`config.mk`:
```
export PLATFORM = sky130hd
export DESIGN_NAME = accel_offset_calibration
export DESIGN_NICKNAME = d
export VERILOG_FILES = /design/src/aoc_pkg.sv /design/src/aoc_front.sv /design/src/aoc_queue.sv /design/src/aoc_back.sv /design/src/accel_offset_calibration.sv
export SDC_FILE = /design/constraint.sdc
export NUM_CORES = 2
export LEC_CHECK = 0
export BUFFER_PORTS_ARGS = -buffer_cell sky130_fd_sc_hd__buf_2
export CAP_MARGIN = 40
export CORE_MARGIN = 2
export CORE_UTILIZATION = 65
export CTS_CLUSTER_SIZE = 40
export DETAILED_ROUTE_END_ITERATION = 8
export PLACE_DENSITY = 0.9
export SLEW_MARGIN = 40
export SYNTH_ARGS = -nofsm -noshare
export SYNTH_HDL_FRONTEND = slang
export SYNTH_SLANG_ARGS = --single-unit
```
`constraint.sdc`:
```
create_clock -name i_clk -period 6.2 [get_ports i_clk]
set_input_delay 1.24 -clock i_clk [delete_from_list [all_inputs] [get_ports i_clk]]
set_output_delay 1.24 -clock i_clk [all_outputs]
set_load 0.005 [all_outputs]
```
`src/aoc_pkg.sv`:
```
// ----------------------------------------------------------------------------
// aoc_pkg
// Shared types and constants of the accelerometer offset calibration block.
// ----------------------------------------------------------------------------
package aoc_pkg;

    localparam int RAW_W       = 12;   // one raw axis sample, signed
    localparam int ACC_W       = 13;   // corrected axis value, signed
    localparam int TAKEN_W     = 5;    // reported sample count
    localparam int QUEUE_DEPTH = 2;
    localparam int ONE_G       = 1024;
    localparam int S_TDATA_W   = 48;   // six raw bytes
    localparam int S_TUSER_W   = 2;    // kind
    localparam int M_TDATA_W   = 48;   // 3 x 13 + 5 = 44 bits, padded
    localparam int M_TUSER_W   = 1;    // cal_done

    // kind codes on the input tuser
    localparam logic [S_TUSER_W-1:0] KIND_MEASURE = 2'd0;
    localparam logic [S_TUSER_W-1:0] KIND_CAL     = 2'd1;
    localparam logic [S_TUSER_W-1:0] KIND_CLEAR   = 2'd2;

    typedef enum logic [1:0] {
        OP_MEASURE,
        OP_CAL,
        OP_CLEAR,
        OP_NOP
    } t_op;

    typedef struct packed {
        t_op                     op;
        logic signed [RAW_W-1:0] x;
        logic signed [RAW_W-1:0] y;
        logic signed [RAW_W-1:0] z;
    } t_item;

    typedef struct packed {
        logic signed [ACC_W-1:0] acc_x;
        logic signed [ACC_W-1:0] acc_y;
        logic signed [ACC_W-1:0] acc_z;
        logic [TAKEN_W-1:0]      taken;
        logic                    done;
    } t_result;

    // axis_map register, bit0 is swap
    typedef struct packed {
        logic neg_z;
        logic neg_y;
        logic neg_x;
        logic swap;
    } t_axis_map;

endpackage

```
`src/aoc_front.sv`:
```
// ----------------------------------------------------------------------------
// aoc_front
// Classifies the item kind and unpacks the six raw bytes into 12-bit samples.
// ----------------------------------------------------------------------------
module aoc_front import aoc_pkg::*; (
    input  logic [S_TUSER_W-1:0] i_kind,
    input  logic [S_TDATA_W-1:0] i_bytes,
    output t_item                o_item
);

    t_op w_op;

    always_comb begin
        case (i_kind)
            KIND_MEASURE: w_op = OP_MEASURE;
            KIND_CAL:     w_op = OP_CAL;
            KIND_CLEAR:   w_op = OP_CLEAR;
            default:      w_op = OP_NOP;
        endcase
    end

    // little-endian word, arithmetic shift right by 4 = top 12 bits
    assign o_item.op = w_op;
    assign o_item.x  = signed'(i_bytes[15:4]);
    assign o_item.y  = signed'(i_bytes[31:20]);
    assign o_item.z  = signed'(i_bytes[47:36]);

endmodule

```
`src/aoc_queue.sv`:
```
// ----------------------------------------------------------------------------
// aoc_queue
// Short FIFO of classified items between the front and the back end.
// ----------------------------------------------------------------------------
module aoc_queue import aoc_pkg::*; (
    input  logic  i_clk,
    input  logic  i_rst_n,
    input  logic  i_push,
    input  t_item i_item,
    output logic  o_ready,
    output logic  o_valid,
    output t_item o_item,
    input  logic  i_pop
);

    localparam int PTR_W = $clog2(QUEUE_DEPTH);

    t_item            r_mem [QUEUE_DEPTH];
    logic [PTR_W-1:0] r_wr_ptr;
    logic [PTR_W-1:0] r_rd_ptr;
    logic [PTR_W:0]   r_count;

    logic w_push;
    logic w_pop;

    assign o_ready = (r_count != (PTR_W+1)'(QUEUE_DEPTH));
    assign o_valid = (r_count != '0);
    assign o_item  = r_mem[r_rd_ptr];
    assign w_push  = i_push && o_ready;
    assign w_pop   = i_pop && o_valid;

    always_ff @(posedge i_clk) begin
        if (w_push) begin
            r_mem[r_wr_ptr] <= i_item;
        end
        if (!i_rst_n) begin
            r_wr_ptr <= '0;
            r_rd_ptr <= '0;
            r_count  <= '0;
        end else begin
            if (w_push) begin
                r_wr_ptr <= (r_wr_ptr == PTR_W'(QUEUE_DEPTH-1)) ? '0 : r_wr_ptr + PTR_W'(1);
            end
            if (w_pop) begin
                r_rd_ptr <= (r_rd_ptr == PTR_W'(QUEUE_DEPTH-1)) ? '0 : r_rd_ptr + PTR_W'(1);
            end
            case ({w_push, w_pop})
                2'b10:   r_count <= r_count + (PTR_W+1)'(1);
                2'b01:   r_count <= r_count - (PTR_W+1)'(1);
                default: r_count <= r_count;
            endcase
        end
    end

endmodule

```
`src/aoc_back.sv`:
```
// ----------------------------------------------------------------------------
// aoc_back
// Executes items: offset correction and axis map, calibration sums, the
// divide-by-sample-count via reciprocal multiply, and the output register.
// ----------------------------------------------------------------------------
module aoc_back import aoc_pkg::*; #(
    parameter int CAL_SAMPLES = 20
) (
    input  logic    i_clk,
    input  logic    i_rst_n,
    input  logic    i_cfg_we,
    input  logic [3:0] i_cfg_wdata,
    input  logic    i_valid,
    input  t_item   i_item,
    output logic    o_pop,
    output logic    o_valid,
    output t_result o_result,
    input  logic    i_ready
);

    localparam int LOG_N   = $clog2(CAL_SAMPLES);
    localparam int SUM_W   = RAW_W + LOG_N;
    localparam int CNT_W   = $clog2(CAL_SAMPLES + 1);
    localparam int SHIFT   = SUM_W + LOG_N;
    localparam int RECIP_W = SUM_W + 1;
    localparam int PROD_W  = SUM_W + RECIP_W;
    // ceil(2^SHIFT / N): exact floor division for any SUM_W-bit magnitude
    localparam longint RECIP_L =
        ((longint'(1) << SHIFT) + longint'(CAL_SAMPLES) - 1) / longint'(CAL_SAMPLES);
    localparam logic [RECIP_W-1:0] RECIP      = RECIP_W'(RECIP_L);
    localparam logic [CNT_W-1:0]   CNT_LIMIT  = CNT_W'(CAL_SAMPLES);
    localparam logic [TAKEN_W-1:0] DONE_TAKEN = TAKEN_W'(CAL_SAMPLES);

    typedef enum logic [1:0] {
        ST_RUN,
        ST_MUL,
        ST_FIN
    } t_state;

    t_state                  r_state,    n_state;
    t_axis_map               r_map;
    logic signed [RAW_W-1:0] r_off_x,    n_off_x;
    logic signed [RAW_W-1:0] r_off_y,    n_off_y;
    logic signed [RAW_W-1:0] r_off_z,    n_off_z;
    logic signed [SUM_W-1:0] r_sum_x,    n_sum_x;
    logic signed [SUM_W-1:0] r_sum_y,    n_sum_y;
    logic signed [SUM_W-1:0] r_sum_z,    n_sum_z;
    logic [CNT_W-1:0]        r_cnt,      n_cnt;
    logic                    r_out_valid, n_out_valid;
    t_result                 r_out,      n_out;
    logic [SUM_W-1:0]        r_mag_x,    n_mag_x;
    logic [SUM_W-1:0]        r_mag_y,    n_mag_y;
    logic [SUM_W-1:0]        r_mag_z,    n_mag_z;
    logic                    r_neg_x,    n_neg_x;
    logic                    r_neg_y,    n_neg_y;
    logic                    r_neg_z,    n_neg_z;
    logic                    r_zpos,     n_zpos;
    logic [RAW_W-1:0]        r_quo_x,    n_quo_x;
    logic [RAW_W-1:0]        r_quo_y,    n_quo_y;
    logic [RAW_W-1:0]        r_quo_z,    n_quo_z;

    logic signed [SUM_W-1:0] w_acc_x, w_acc_y, w_acc_z;
    logic [CNT_W-1:0]        w_cnt_inc;
    logic signed [ACC_W-1:0] w_dx, w_dy, w_dz, w_mx, w_my;
    logic signed [ACC_W-1:0] w_ax, w_ay, w_az;
    logic [PROD_W-1:0]       w_prod_x, w_prod_y, w_prod_z;
    logic signed [ACC_W-1:0] w_qx, w_qy, w_qz;
    logic signed [ACC_W-1:0] w_fx, w_fy, w_fz_avg, w_fz;

    assign o_pop    = (r_state == ST_RUN) && i_valid && (!r_out_valid || i_ready);
    assign o_valid  = r_out_valid;
    assign o_result = r_out;

    // running sums with this sample, count including this sample
    assign w_acc_x   = r_sum_x + SUM_W'(i_item.x);
    assign w_acc_y   = r_sum_y + SUM_W'(i_item.y);
    assign w_acc_z   = r_sum_z + SUM_W'(i_item.z);
    assign w_cnt_inc = r_cnt + CNT_W'(1);

    // measure path: subtract offsets, then swap, then negate
    assign w_dx = ACC_W'(i_item.x) - ACC_W'(r_off_x);
    assign w_dy = ACC_W'(i_item.y) - ACC_W'(r_off_y);
    assign w_dz = ACC_W'(i_item.z) - ACC_W'(r_off_z);
    assign w_mx = r_map.swap ? w_dy : w_dx;
    assign w_my = r_map.swap ? w_dx : w_dy;
    assign w_ax = r_map.neg_x ? -w_mx : w_mx;
    assign w_ay = r_map.neg_y ? -w_my : w_my;
    assign w_az = r_map.neg_z ? -w_dz : w_dz;

    // reciprocal multiply on registered magnitudes
    assign w_prod_x = PROD_W'(r_mag_x) * PROD_W'(RECIP);
    assign w_prod_y = PROD_W'(r_mag_y) * PROD_W'(RECIP);
    assign w_prod_z = PROD_W'(r_mag_z) * PROD_W'(RECIP);

    // restore sign (truncating toward zero); Z drops by one g if its sum is positive, else rises by one g
    assign w_qx     = signed'({1'b0, r_quo_x});
    assign w_qy     = signed'({1'b0, r_quo_y});
    assign w_qz     = signed'({1'b0, r_quo_z});
    assign w_fx     = r_neg_x ? -w_qx : w_qx;
    assign w_fy     = r_neg_y ? -w_qy : w_qy;
    assign w_fz_avg = r_neg_z ? -w_qz : w_qz;
    assign w_fz     = r_zpos ? w_fz_avg - ACC_W'(ONE_G) : w_fz_avg + ACC_W'(ONE_G);

    always_comb begin
        n_state     = r_state;
        n_off_x     = r_off_x;
        n_off_y     = r_off_y;
        n_off_z     = r_off_z;
        n_sum_x     = r_sum_x;
        n_sum_y     = r_sum_y;
        n_sum_z     = r_sum_z;
        n_cnt       = r_cnt;
        n_out_valid = r_out_valid && !i_ready;
        n_out       = r_out;
        n_mag_x     = r_mag_x;
        n_mag_y     = r_mag_y;
        n_mag_z     = r_mag_z;
        n_neg_x     = r_neg_x;
        n_neg_y     = r_neg_y;
        n_neg_z     = r_neg_z;
        n_zpos      = r_zpos;
        n_quo_x     = r_quo_x;
        n_quo_y     = r_quo_y;
        n_quo_z     = r_quo_z;

        case (r_state)
            ST_RUN: begin
                if (o_pop) begin
                    n_out.acc_x = ACC_W'(r_off_x);
                    n_out.acc_y = ACC_W'(r_off_y);
                    n_out.acc_z = ACC_W'(r_off_z);
                    n_out.taken = TAKEN_W'(r_cnt);
                    n_out.done  = 1'b0;
                    n_out_valid = 1'b1;
                    case (i_item.op)
                        OP_MEASURE: begin
                            n_out.acc_x = w_ax;
                            n_out.acc_y = w_ay;
                            n_out.acc_z = w_az;
                        end
                        OP_CAL: begin
                            if (w_cnt_inc >= CNT_LIMIT) begin
                                // run complete: multiply in ST_MUL, then finish in ST_FIN
                                n_mag_x     = w_acc_x[SUM_W-1] ? -w_acc_x : w_acc_x;
                                n_mag_y     = w_acc_y[SUM_W-1] ? -w_acc_y : w_acc_y;
                                n_mag_z     = w_acc_z[SUM_W-1] ? -w_acc_z : w_acc_z;
                                n_neg_x     = w_acc_x[SUM_W-1];
                                n_neg_y     = w_acc_y[SUM_W-1];
                                n_neg_z     = w_acc_z[SUM_W-1];
                                n_zpos      = !w_acc_z[SUM_W-1] && (w_acc_z != '0);
                                n_sum_x     = '0;
                                n_sum_y     = '0;
                                n_sum_z     = '0;
                                n_cnt       = '0;
                                n_out_valid = 1'b0;
                                n_state     = ST_MUL;
                            end else begin
                                n_sum_x     = w_acc_x;
                                n_sum_y     = w_acc_y;
                                n_sum_z     = w_acc_z;
                                n_cnt       = w_cnt_inc;
                                n_out.taken = TAKEN_W'(w_cnt_inc);
                            end
                        end
                        OP_CLEAR: begin
                            n_off_x     = '0;
                            n_off_y     = '0;
                            n_off_z     = '0;
                            n_sum_x     = '0;
                            n_sum_y     = '0;
                            n_sum_z     = '0;
                            n_cnt       = '0;
                            n_out.acc_x = '0;
                            n_out.acc_y = '0;
                            n_out.acc_z = '0;
                            n_out.taken = '0;
                            n_out.done  = 1'b1;
                        end
                        default: begin
                            // unused kind: report state, change nothing
                        end
                    endcase
                end
            end
            ST_MUL: begin
                n_quo_x = w_prod_x[SHIFT +: RAW_W];
                n_quo_y = w_prod_y[SHIFT +: RAW_W];
                n_quo_z = w_prod_z[SHIFT +: RAW_W];
                n_state = ST_FIN;
            end
            ST_FIN: begin
                // output register is empty here: it was free when the item popped
                n_off_x     = w_fx[RAW_W-1:0];
                n_off_y     = w_fy[RAW_W-1:0];
                n_off_z     = w_fz[RAW_W-1:0];
                n_out.acc_x = ACC_W'(signed'(w_fx[RAW_W-1:0]));
                n_out.acc_y = ACC_W'(signed'(w_fy[RAW_W-1:0]));
                n_out.acc_z = ACC_W'(signed'(w_fz[RAW_W-1:0]));
                n_out.taken = DONE_TAKEN;
                n_out.done  = 1'b1;
                n_out_valid = 1'b1;
                n_state     = ST_RUN;
            end
            default: begin
                n_state = ST_RUN;
            end
        endcase
    end

    always_ff @(posedge i_clk) begin
        r_out   <= n_out;
        r_mag_x <= n_mag_x;
        r_mag_y <= n_mag_y;
        r_mag_z <= n_mag_z;
        r_neg_x <= n_neg_x;
        r_neg_y <= n_neg_y;
        r_neg_z <= n_neg_z;
        r_zpos  <= n_zpos;
        r_quo_x <= n_quo_x;
        r_quo_y <= n_quo_y;
        r_quo_z <= n_quo_z;
        if (!i_rst_n) begin
            r_state     <= ST_RUN;
            r_map       <= '0;
            r_off_x     <= '0;
            r_off_y     <= '0;
            r_off_z     <= '0;
            r_sum_x     <= '0;
            r_sum_y     <= '0;
            r_sum_z     <= '0;
            r_cnt       <= '0;
            r_out_valid <= 1'b0;
        end else begin
            r_state     <= n_state;
            r_off_x     <= n_off_x;
            r_off_y     <= n_off_y;
            r_off_z     <= n_off_z;
            r_sum_x     <= n_sum_x;
            r_sum_y     <= n_sum_y;
            r_sum_z     <= n_sum_z;
            r_cnt       <= n_cnt;
            r_out_valid <= n_out_valid;
            if (i_cfg_we) begin
                r_map <= t_axis_map'(i_cfg_wdata);
            end
        end
    end

endmodule

```
`src/accel_offset_calibration.sv`:
```
// ----------------------------------------------------------------------------
// accel_offset_calibration
// Accelerometer offset correction, axis remap and offset calibration.
// ----------------------------------------------------------------------------
//
//  channel   direction  handshake                     payload
//  s_axis    in         s_axis_tvalid/s_axis_tready   tdata: 6 raw bytes, tuser: kind
//  m_axis    out        m_axis_tvalid/m_axis_tready   tdata: x,y,z,count, tuser: done
//  cfg       in         i_cfg_we (no wait)            i_cfg_wdata: axis_map
//
// One transaction per cycle sustained while m_axis is ready and no run completes.
// Items pass the queue, then the output register. Ending a calibration run holds
// the back end for a reciprocal multiply, then a sign and one-g adjust.
// The 2-entry queue decouples input from the back end; m_axis stalls back up
// into the queue, then s_axis_tready drops.
// i_rst_n is synchronous, active low: clears offsets, sums, count, axis_map.
//
module accel_offset_calibration import aoc_pkg::*; #(
    parameter int CAL_SAMPLES = 20
) (
    input  logic                 i_clk,
    input  logic                 i_rst_n,
    // slave side
    input  logic                 s_axis_tvalid,
    output logic                 s_axis_tready,
    // x_low[7:0], x_high[15:8], y_low[23:16], y_high[31:24],
    // z_low[39:32], z_high[47:40]
    input  logic [S_TDATA_W-1:0] s_axis_tdata,
    // kind[1:0]
    input  logic [S_TUSER_W-1:0] s_axis_tuser,
    // master side
    output logic                 m_axis_tvalid,
    input  logic                 m_axis_tready,
    // acc_x[12:0], acc_y[25:13], acc_z[38:26], samples_taken[43:39], zero[47:44]
    output logic [M_TDATA_W-1:0] m_axis_tdata,
    // cal_done[0]
    output logic [M_TUSER_W-1:0] m_axis_tuser,
    // configuration
    input  logic                 i_cfg_we,
    input  logic [3:0]           i_cfg_wdata
);

    t_item   w_front_item;
    t_item   w_queue_item;
    logic    w_queue_valid;
    logic    w_pop;
    t_result w_res;

    // front: classify kind, unpack raw bytes
    aoc_front u_front (
        .i_kind  (s_axis_tuser),
        .i_bytes (s_axis_tdata),
        .o_item  (w_front_item)
    );

    // queue: lets input and execution stall independently
    aoc_queue u_queue (
        .i_clk   (i_clk),
        .i_rst_n (i_rst_n),
        .i_push  (s_axis_tvalid),
        .i_item  (w_front_item),
        .o_ready (s_axis_tready),
        .o_valid (w_queue_valid),
        .o_item  (w_queue_item),
        .i_pop   (w_pop)
    );

    // back end: state, arithmetic, output register
    aoc_back #(
        .CAL_SAMPLES (CAL_SAMPLES)
    ) u_back (
        .i_clk       (i_clk),
        .i_rst_n     (i_rst_n),
        .i_cfg_we    (i_cfg_we),
        .i_cfg_wdata (i_cfg_wdata),
        .i_valid     (w_queue_valid),
        .i_item      (w_queue_item),
        .o_pop       (w_pop),
        .o_valid     (m_axis_tvalid),
        .o_result    (w_res),
        .i_ready     (m_axis_tready)
    );

    assign m_axis_tdata = M_TDATA_W'({w_res.taken, w_res.acc_z, w_res.acc_y, w_res.acc_x});
    assign m_axis_tuser = w_res.done;

endmodule

```
# Word level (Yosys, flattened, before mapping)
# Memories as Yosys holds them, arrays and structs flattened. A register that Yosys moved wholly into a read port is not among the register bits.
# Cells that the tools add are included.
[word_totals]
reg_bits = 239
ram_bits = 76
n_memories = 1
[op_classes]
addsub = 22
n_mul = 3
n_lt_le_gt_ge = 1
n_eq_ne = 13
muxes = 47
reduce_logical = 23
[memory_table]
columns = ["memory", "words", "word_bits", "rd", "rd_clocked_by_memory_dff", "write_ports", "line_no", "source"]
rows = [
  ["u_queue.r_mem", 2, 38, 1, 1, 1, "aoc_queue.sv:18", "t_item r_mem [QUEUE_DEPTH];"],
]
[op_table]
columns = ["cell", "n"]
rows = [
  ["case mux 17 bit (2 select lines)", 3],
  ["multiplier 17 x 16 -> 32 bit (second input constant)", 3],
  ["case mux 45 bit (2 select lines)", 1],
  ["case mux 39 bit (2 select lines)", 1],
  ["two-way mux 12 bit", 6],
  ["case mux 12 bit (2 select lines)", 3],
  ["two-way mux 13 bit", 5],
  ["adder 17 x 12 -> 17 bit", 3],
  ["two-way mux 17 bit", 3],
  ["negation 17 bit", 3],
  ["two-way mux 16 bit", 3],
  ["two-way mux 45 bit", 1],
  ["negation 13 bit", 3],
  ["subtractor 12 x 12 -> 13 bit", 3],
  ["negation 12 bit", 3],
  ["case mux 5 bit (2 select lines)", 2],
  ["nonzero test 17 bit", 1],
  ["adder 12 bit (second input constant)", 1],
  ["subtractor 12 bit (second input constant)", 1],
  ["two-way mux 1 bit", 10],
  ["two-way mux 5 bit", 2],
  ["inequality test 2 bit (second input constant)", 5],
  ["AND reduction 3 bit", 3],
  ["equality test 2 x 1 -> 1 bit (second input constant)", 4],
  ["17 further kinds", 36],
]

# Longest topological paths before layout
[logic_depth]
depth_word = 7
mapped_depth = 23
ltp_nobuf = 23

# By module
# Synthesis repeated with hierarchy kept, for this count alone.
[unflattened]
cells_unflattened = 3199
area_unflattened_um2 = 32213.4
[modules_own_cells]
columns = ["mod", "instances", "cells_each", "area_per_inst_um2", "seq_area_each_um2"]
rows = [
  ["aoc_back", 1, 3014, 28931.5, 6065.8],
  ["aoc_queue", 1, 142, 2970.3, 2382.3],
  ["aoc_front", 1, 38, 277.8, 0.0],
  ["accel_offset_calibration", 1, 5, 33.8, 0.0],
]

# Worst setup path before layout
# No wires, ideal clock.
[synth_timing]
path_kind = "register -> register"
from = "reg u_back.r_mag_y[3]"
to = "reg u_back.r_quo_y[4], data pin"
setup_time_ps = 258
arrival_time_ps = 5241
t_required_ps = 5942
path_slack_ps = 702
path_stages_with_launch = 22
path_buffers = 0
synth_period_minus_slack_ps = 5498
cell_sequence = "edfxtp_1 > ha_1 > inv_1 > fa_1 > inv_1 > fa_1 > fa_1 > inv_1 > fa_1 > inv_1 > fa_1 > ha_1 > a21o_1 > a21o_1 > a21o_1 > a2111oi_0 > nor2_1 > o21a_1 > nor2_1 > o21bai_1 > a21oi_1 > xnor2_1"
[synth_via]
elab_chain_cells = 1
[synth_lines]
columns = ["element", "line_no", "source"]
rows = [
  ["start: declaration", "aoc_back.sv:52", "logic [SUM_W-1:0] r_mag_y, n_mag_y;"],
  ["start signal: assignment", "aoc_back.sv:213", "r_mag_y <= n_mag_y;"],
  ["multiplier 17 x 16 -> 32 bit", "aoc_back.sv:92", "assign w_prod_y = PROD_W'(r_mag_y) * PROD_W'(RECIP);"],
  ["named net u_back.w_prod_y[26]", "aoc_back.sv:66", "logic [PROD_W-1:0] w_prod_x, w_prod_y, w_prod_z;"],
  ["end signal: assignment", "aoc_back.sv:220", "r_quo_y <= n_quo_y;"],
  ["end: declaration", "aoc_back.sv:59", "logic [RAW_W-1:0] r_quo_y, n_quo_y;"],
]
# The timed path passes the listed nets, and every way through them passes these cells.
# A chain may end at the register's enable or synchronous reset.

# Worst setup path in the final report
[layout_timing]
from = "reg u_back.r_mag_y[6]"
to = "reg u_back.r_quo_y[11], data pin"
# Same word-level chain as after synthesis.

==> results.txt <==
most frequent cells in the layout - inv_1, ha_1, fa_1, edfxtp_1, nand2_1
Synth-to-Final Area Change - 8.15%
busiest grt layer - met2
gr usage total - 30.2%
GPL Wtd Cong - 0.983
Initial DRT Pass Iterations - 5
Clock Root Buffer - clkbuf_16
CTS tree - done
post-synthesis cell type count - 79
Syn Area/Cell - 10.1 µm²
clock buffer depth - 3
Die ar. - 49,800 µm²
CP max FO - 5
wire per inst - 19.6 µm
vias in the first global route - 23,800
fin util - 70.9%
Reg clk slew, reported paths - 60 ps
Async S/R FF share, synth - 0%
CTS H-Tree Depth - 2
Slew Viols, Final - 0
sequential share of the synthesized area - 27.0%
Placed Instances - 3,758
Synth Register Bits - 316
Final period util - 97.6%
DRT iter0 DRCs - 1,837
Site Rows - 80
first-pass GRT wire length - 119,000 µm
M3 GR Usage - 4.24%
Ports - 110
largest net degree at the start of global routing - 62
IO buf count - 93
M1 GR Usage - 38.0%
hold_ws - 465 ps
Final Setup Violations - 0
CTS sink count - 316
f_max - 165 MHz
die width - 223 µm
Slew @ Worst Pin - 834 ps
Lkg Pwr - 15.5 nW
Max VDD drop - 0.337 mV
Slew HR - 44.4%
synthesized area - 31,300 µm²
Vias - 23,300
Final Non-Filler Cells - 3,829
grt ovf - 0
WL final - 74,900 µm
Post-synth EDFFs - 212
outcome - completed
initial antenna violation count - 1
Worst Skew - 26.0 ps
initial core utilization - 65.6%
Startpoint Class - flip-flop
power per cell area - 273 nW/µm²
Hold Fails Final Rpt - 0
worst path required time - 6490 ps
Antenna Nets Post-Route - 0
Die Ht - 223 µm
commonest non-fill, non-tap cell in the layout - inv_1
TritonCTS Buffers - 36
arrival time at the worst endpoint - 6340 ps
drt via density - 6.08
clock latency on the worst-skew pair - 560 ps
Max Cap Viol - 0
GR Util met2 - 51.8%
share of cells above drive strength 1 - 8.44%
ys flop type - edfxtp_1
Tmin final - 6050 ps
hpwl dp - 59,300 µm
crit path kind - reg2reg
core area - 47,600 µm²
DR DRC count - 0
total of warnings raised by yosys - 0
crit end category - flip-flop
# hold bufs at CTS - 0
Hold Crit Class - reg2reg
final net count - 4,002
Post-Synthesis Cells - 3,081
-- metal layers --
metal  vias up  routed length [µm]
met1     11400               29300
met5         -                   0
met2       993               36300
met3       258                5650
li1      10600                   -
met4         0                3710
-- Yosys cell counts, drive strengths merged, types with 7 or more instances --
master  count  share of area, %
clkbuf     64              0.77
o21ai     110               1.8
nor2b      76               1.5
nand2b     22              0.44
a21o       33              0.79
a211oi     14              0.35
or3        11              0.24
nand2     159               1.9
nor3       48              0.77
or2         9              0.18
o41ai       8              0.22
inv       575               6.9
a31oi      17              0.34
a21oi     110               1.8
o21a       19              0.46
and2       19              0.38
a22oi      69               1.7
o211ai     13              0.31
xnor2     131               3.7
and3       10              0.20
mux2       45               1.6
nor2      111               1.3
nand4      12              0.24
mux2i      29              0.93
ha        491                20
nand3      29              0.46
xor2       87               2.4
edfxtp    212                20
o31ai      29              0.70
buf         7              0.16
o21bai     10              0.24
nor4       11              0.22
or4         9              0.22
dfxtp     104               6.7
a21boi     32              0.77
fa        267                17
-- area by class of cell --
cell class	count	area [µm²]
Multi-Input combinational cell	2122	20500
Fill cell	3192	13800
Sequential cell	316	8450
Inverter	575	2160
Clock buffer	44	972
Timing Repair Buffer	134	791
Tap cell	615	769
Clock inverter	21	186
Antenna cell	2	5.00
-- report_power, final --
part	leakage, nW	switching [mW]	internal (mW)	total (mW)
logic	12.2	2.54	1.58	4.12
clock network	0.570	0.905	1.21	2.12
registers	2.81	0.189	2.79	2.98
total	15.5	3.64	5.58	9.22
-- worst paths after layout --
check / start / end / slack, ps / cells past startpoint
worst max-delay path: u_back.r_mag_y[6] / u_back.r_quo_y[11] / 150 / 22
worst max register to register: u_back.r_mag_y[6] / u_back.r_quo_y[11] / 150 / 22
worst min-delay path: u_back.r_off_z[7] / u_back.r_off_z[7] / 460 / 2
worst min register to register: u_back.r_off_z[7] / u_back.r_off_z[7] / 460 / 2
-- critical path: stages, from the launching register on --
cell       delay [ps]
edfxtp_1          520
ha_1              380
inv_1              80
fa_1              470
inv_1              50
fa_1              450
fa_1              510
inv_1              60
fa_1              470
inv_1              50
fa_1              430
ha_1              300
a21o_1            160
a21o_1            170
a21o_1            260
a2111oi_1         360
buf_4             210
nor3_1             60
nor2_1            130
nand2_1           100
a31o_2            260
a21oi_1           190
xnor2_1            90
-- timing repair --
item	in CTS	in global routing
endpoints found under the hold margin	0	0
endpoints found under the setup margin	0	8
buffers inserted	0	4
gates resized for setup	0	6
-- flip-flops by register name, indices dropped and copies added (netlist names), 17 cells and up, named ones only --
register	count
u_back.r_sum_x	17
u_queue.r_mem	76
u_back.r_mag_z	17
u_back.r_sum_y	17
u_back.o_result	45
u_back.r_mag_x	17
u_back.r_sum_z	17
u_back.r_mag_y	17
-- logic make-up (layout without fill, tap and decap cells) --
| logic type | after synthesis | count (layout) | synth area share (%) |
|---|---|---|---|
| fa+ha+maj | 758 | 758 | 36.8 |
| buf+inv | 646 | 774 | 7.83 |
| simple gates | 548 | 548 | 8.72 |
| compound gates | 520 | 520 | 11.0 |
| flops | 316 | 316 | 27.0 |
| xor+xnor | 218 | 218 | 6.11 |
| mux | 74 | 74 | 2.55 |
| other cells | 1 | 6 | 0.0120 |
-- through the flow --
stage / total power, mW / TNS [ps] / worst slack [ps] / cell area, µm²
floorplan: 5.89 / 0 / 702 / 31300
global placement: 6.84 / 0 / 250 / 32500
detailed placement: 7.00 / 0 / 155 / 32600
CTS: 9.16 / 0 / 134 / 33700
global route: 9.71 / -88.6 / -83.2 / 33800
finish: 9.22 / 0 / 149 / 33800
No activity file was read; power rests on OpenSTA's default activity.
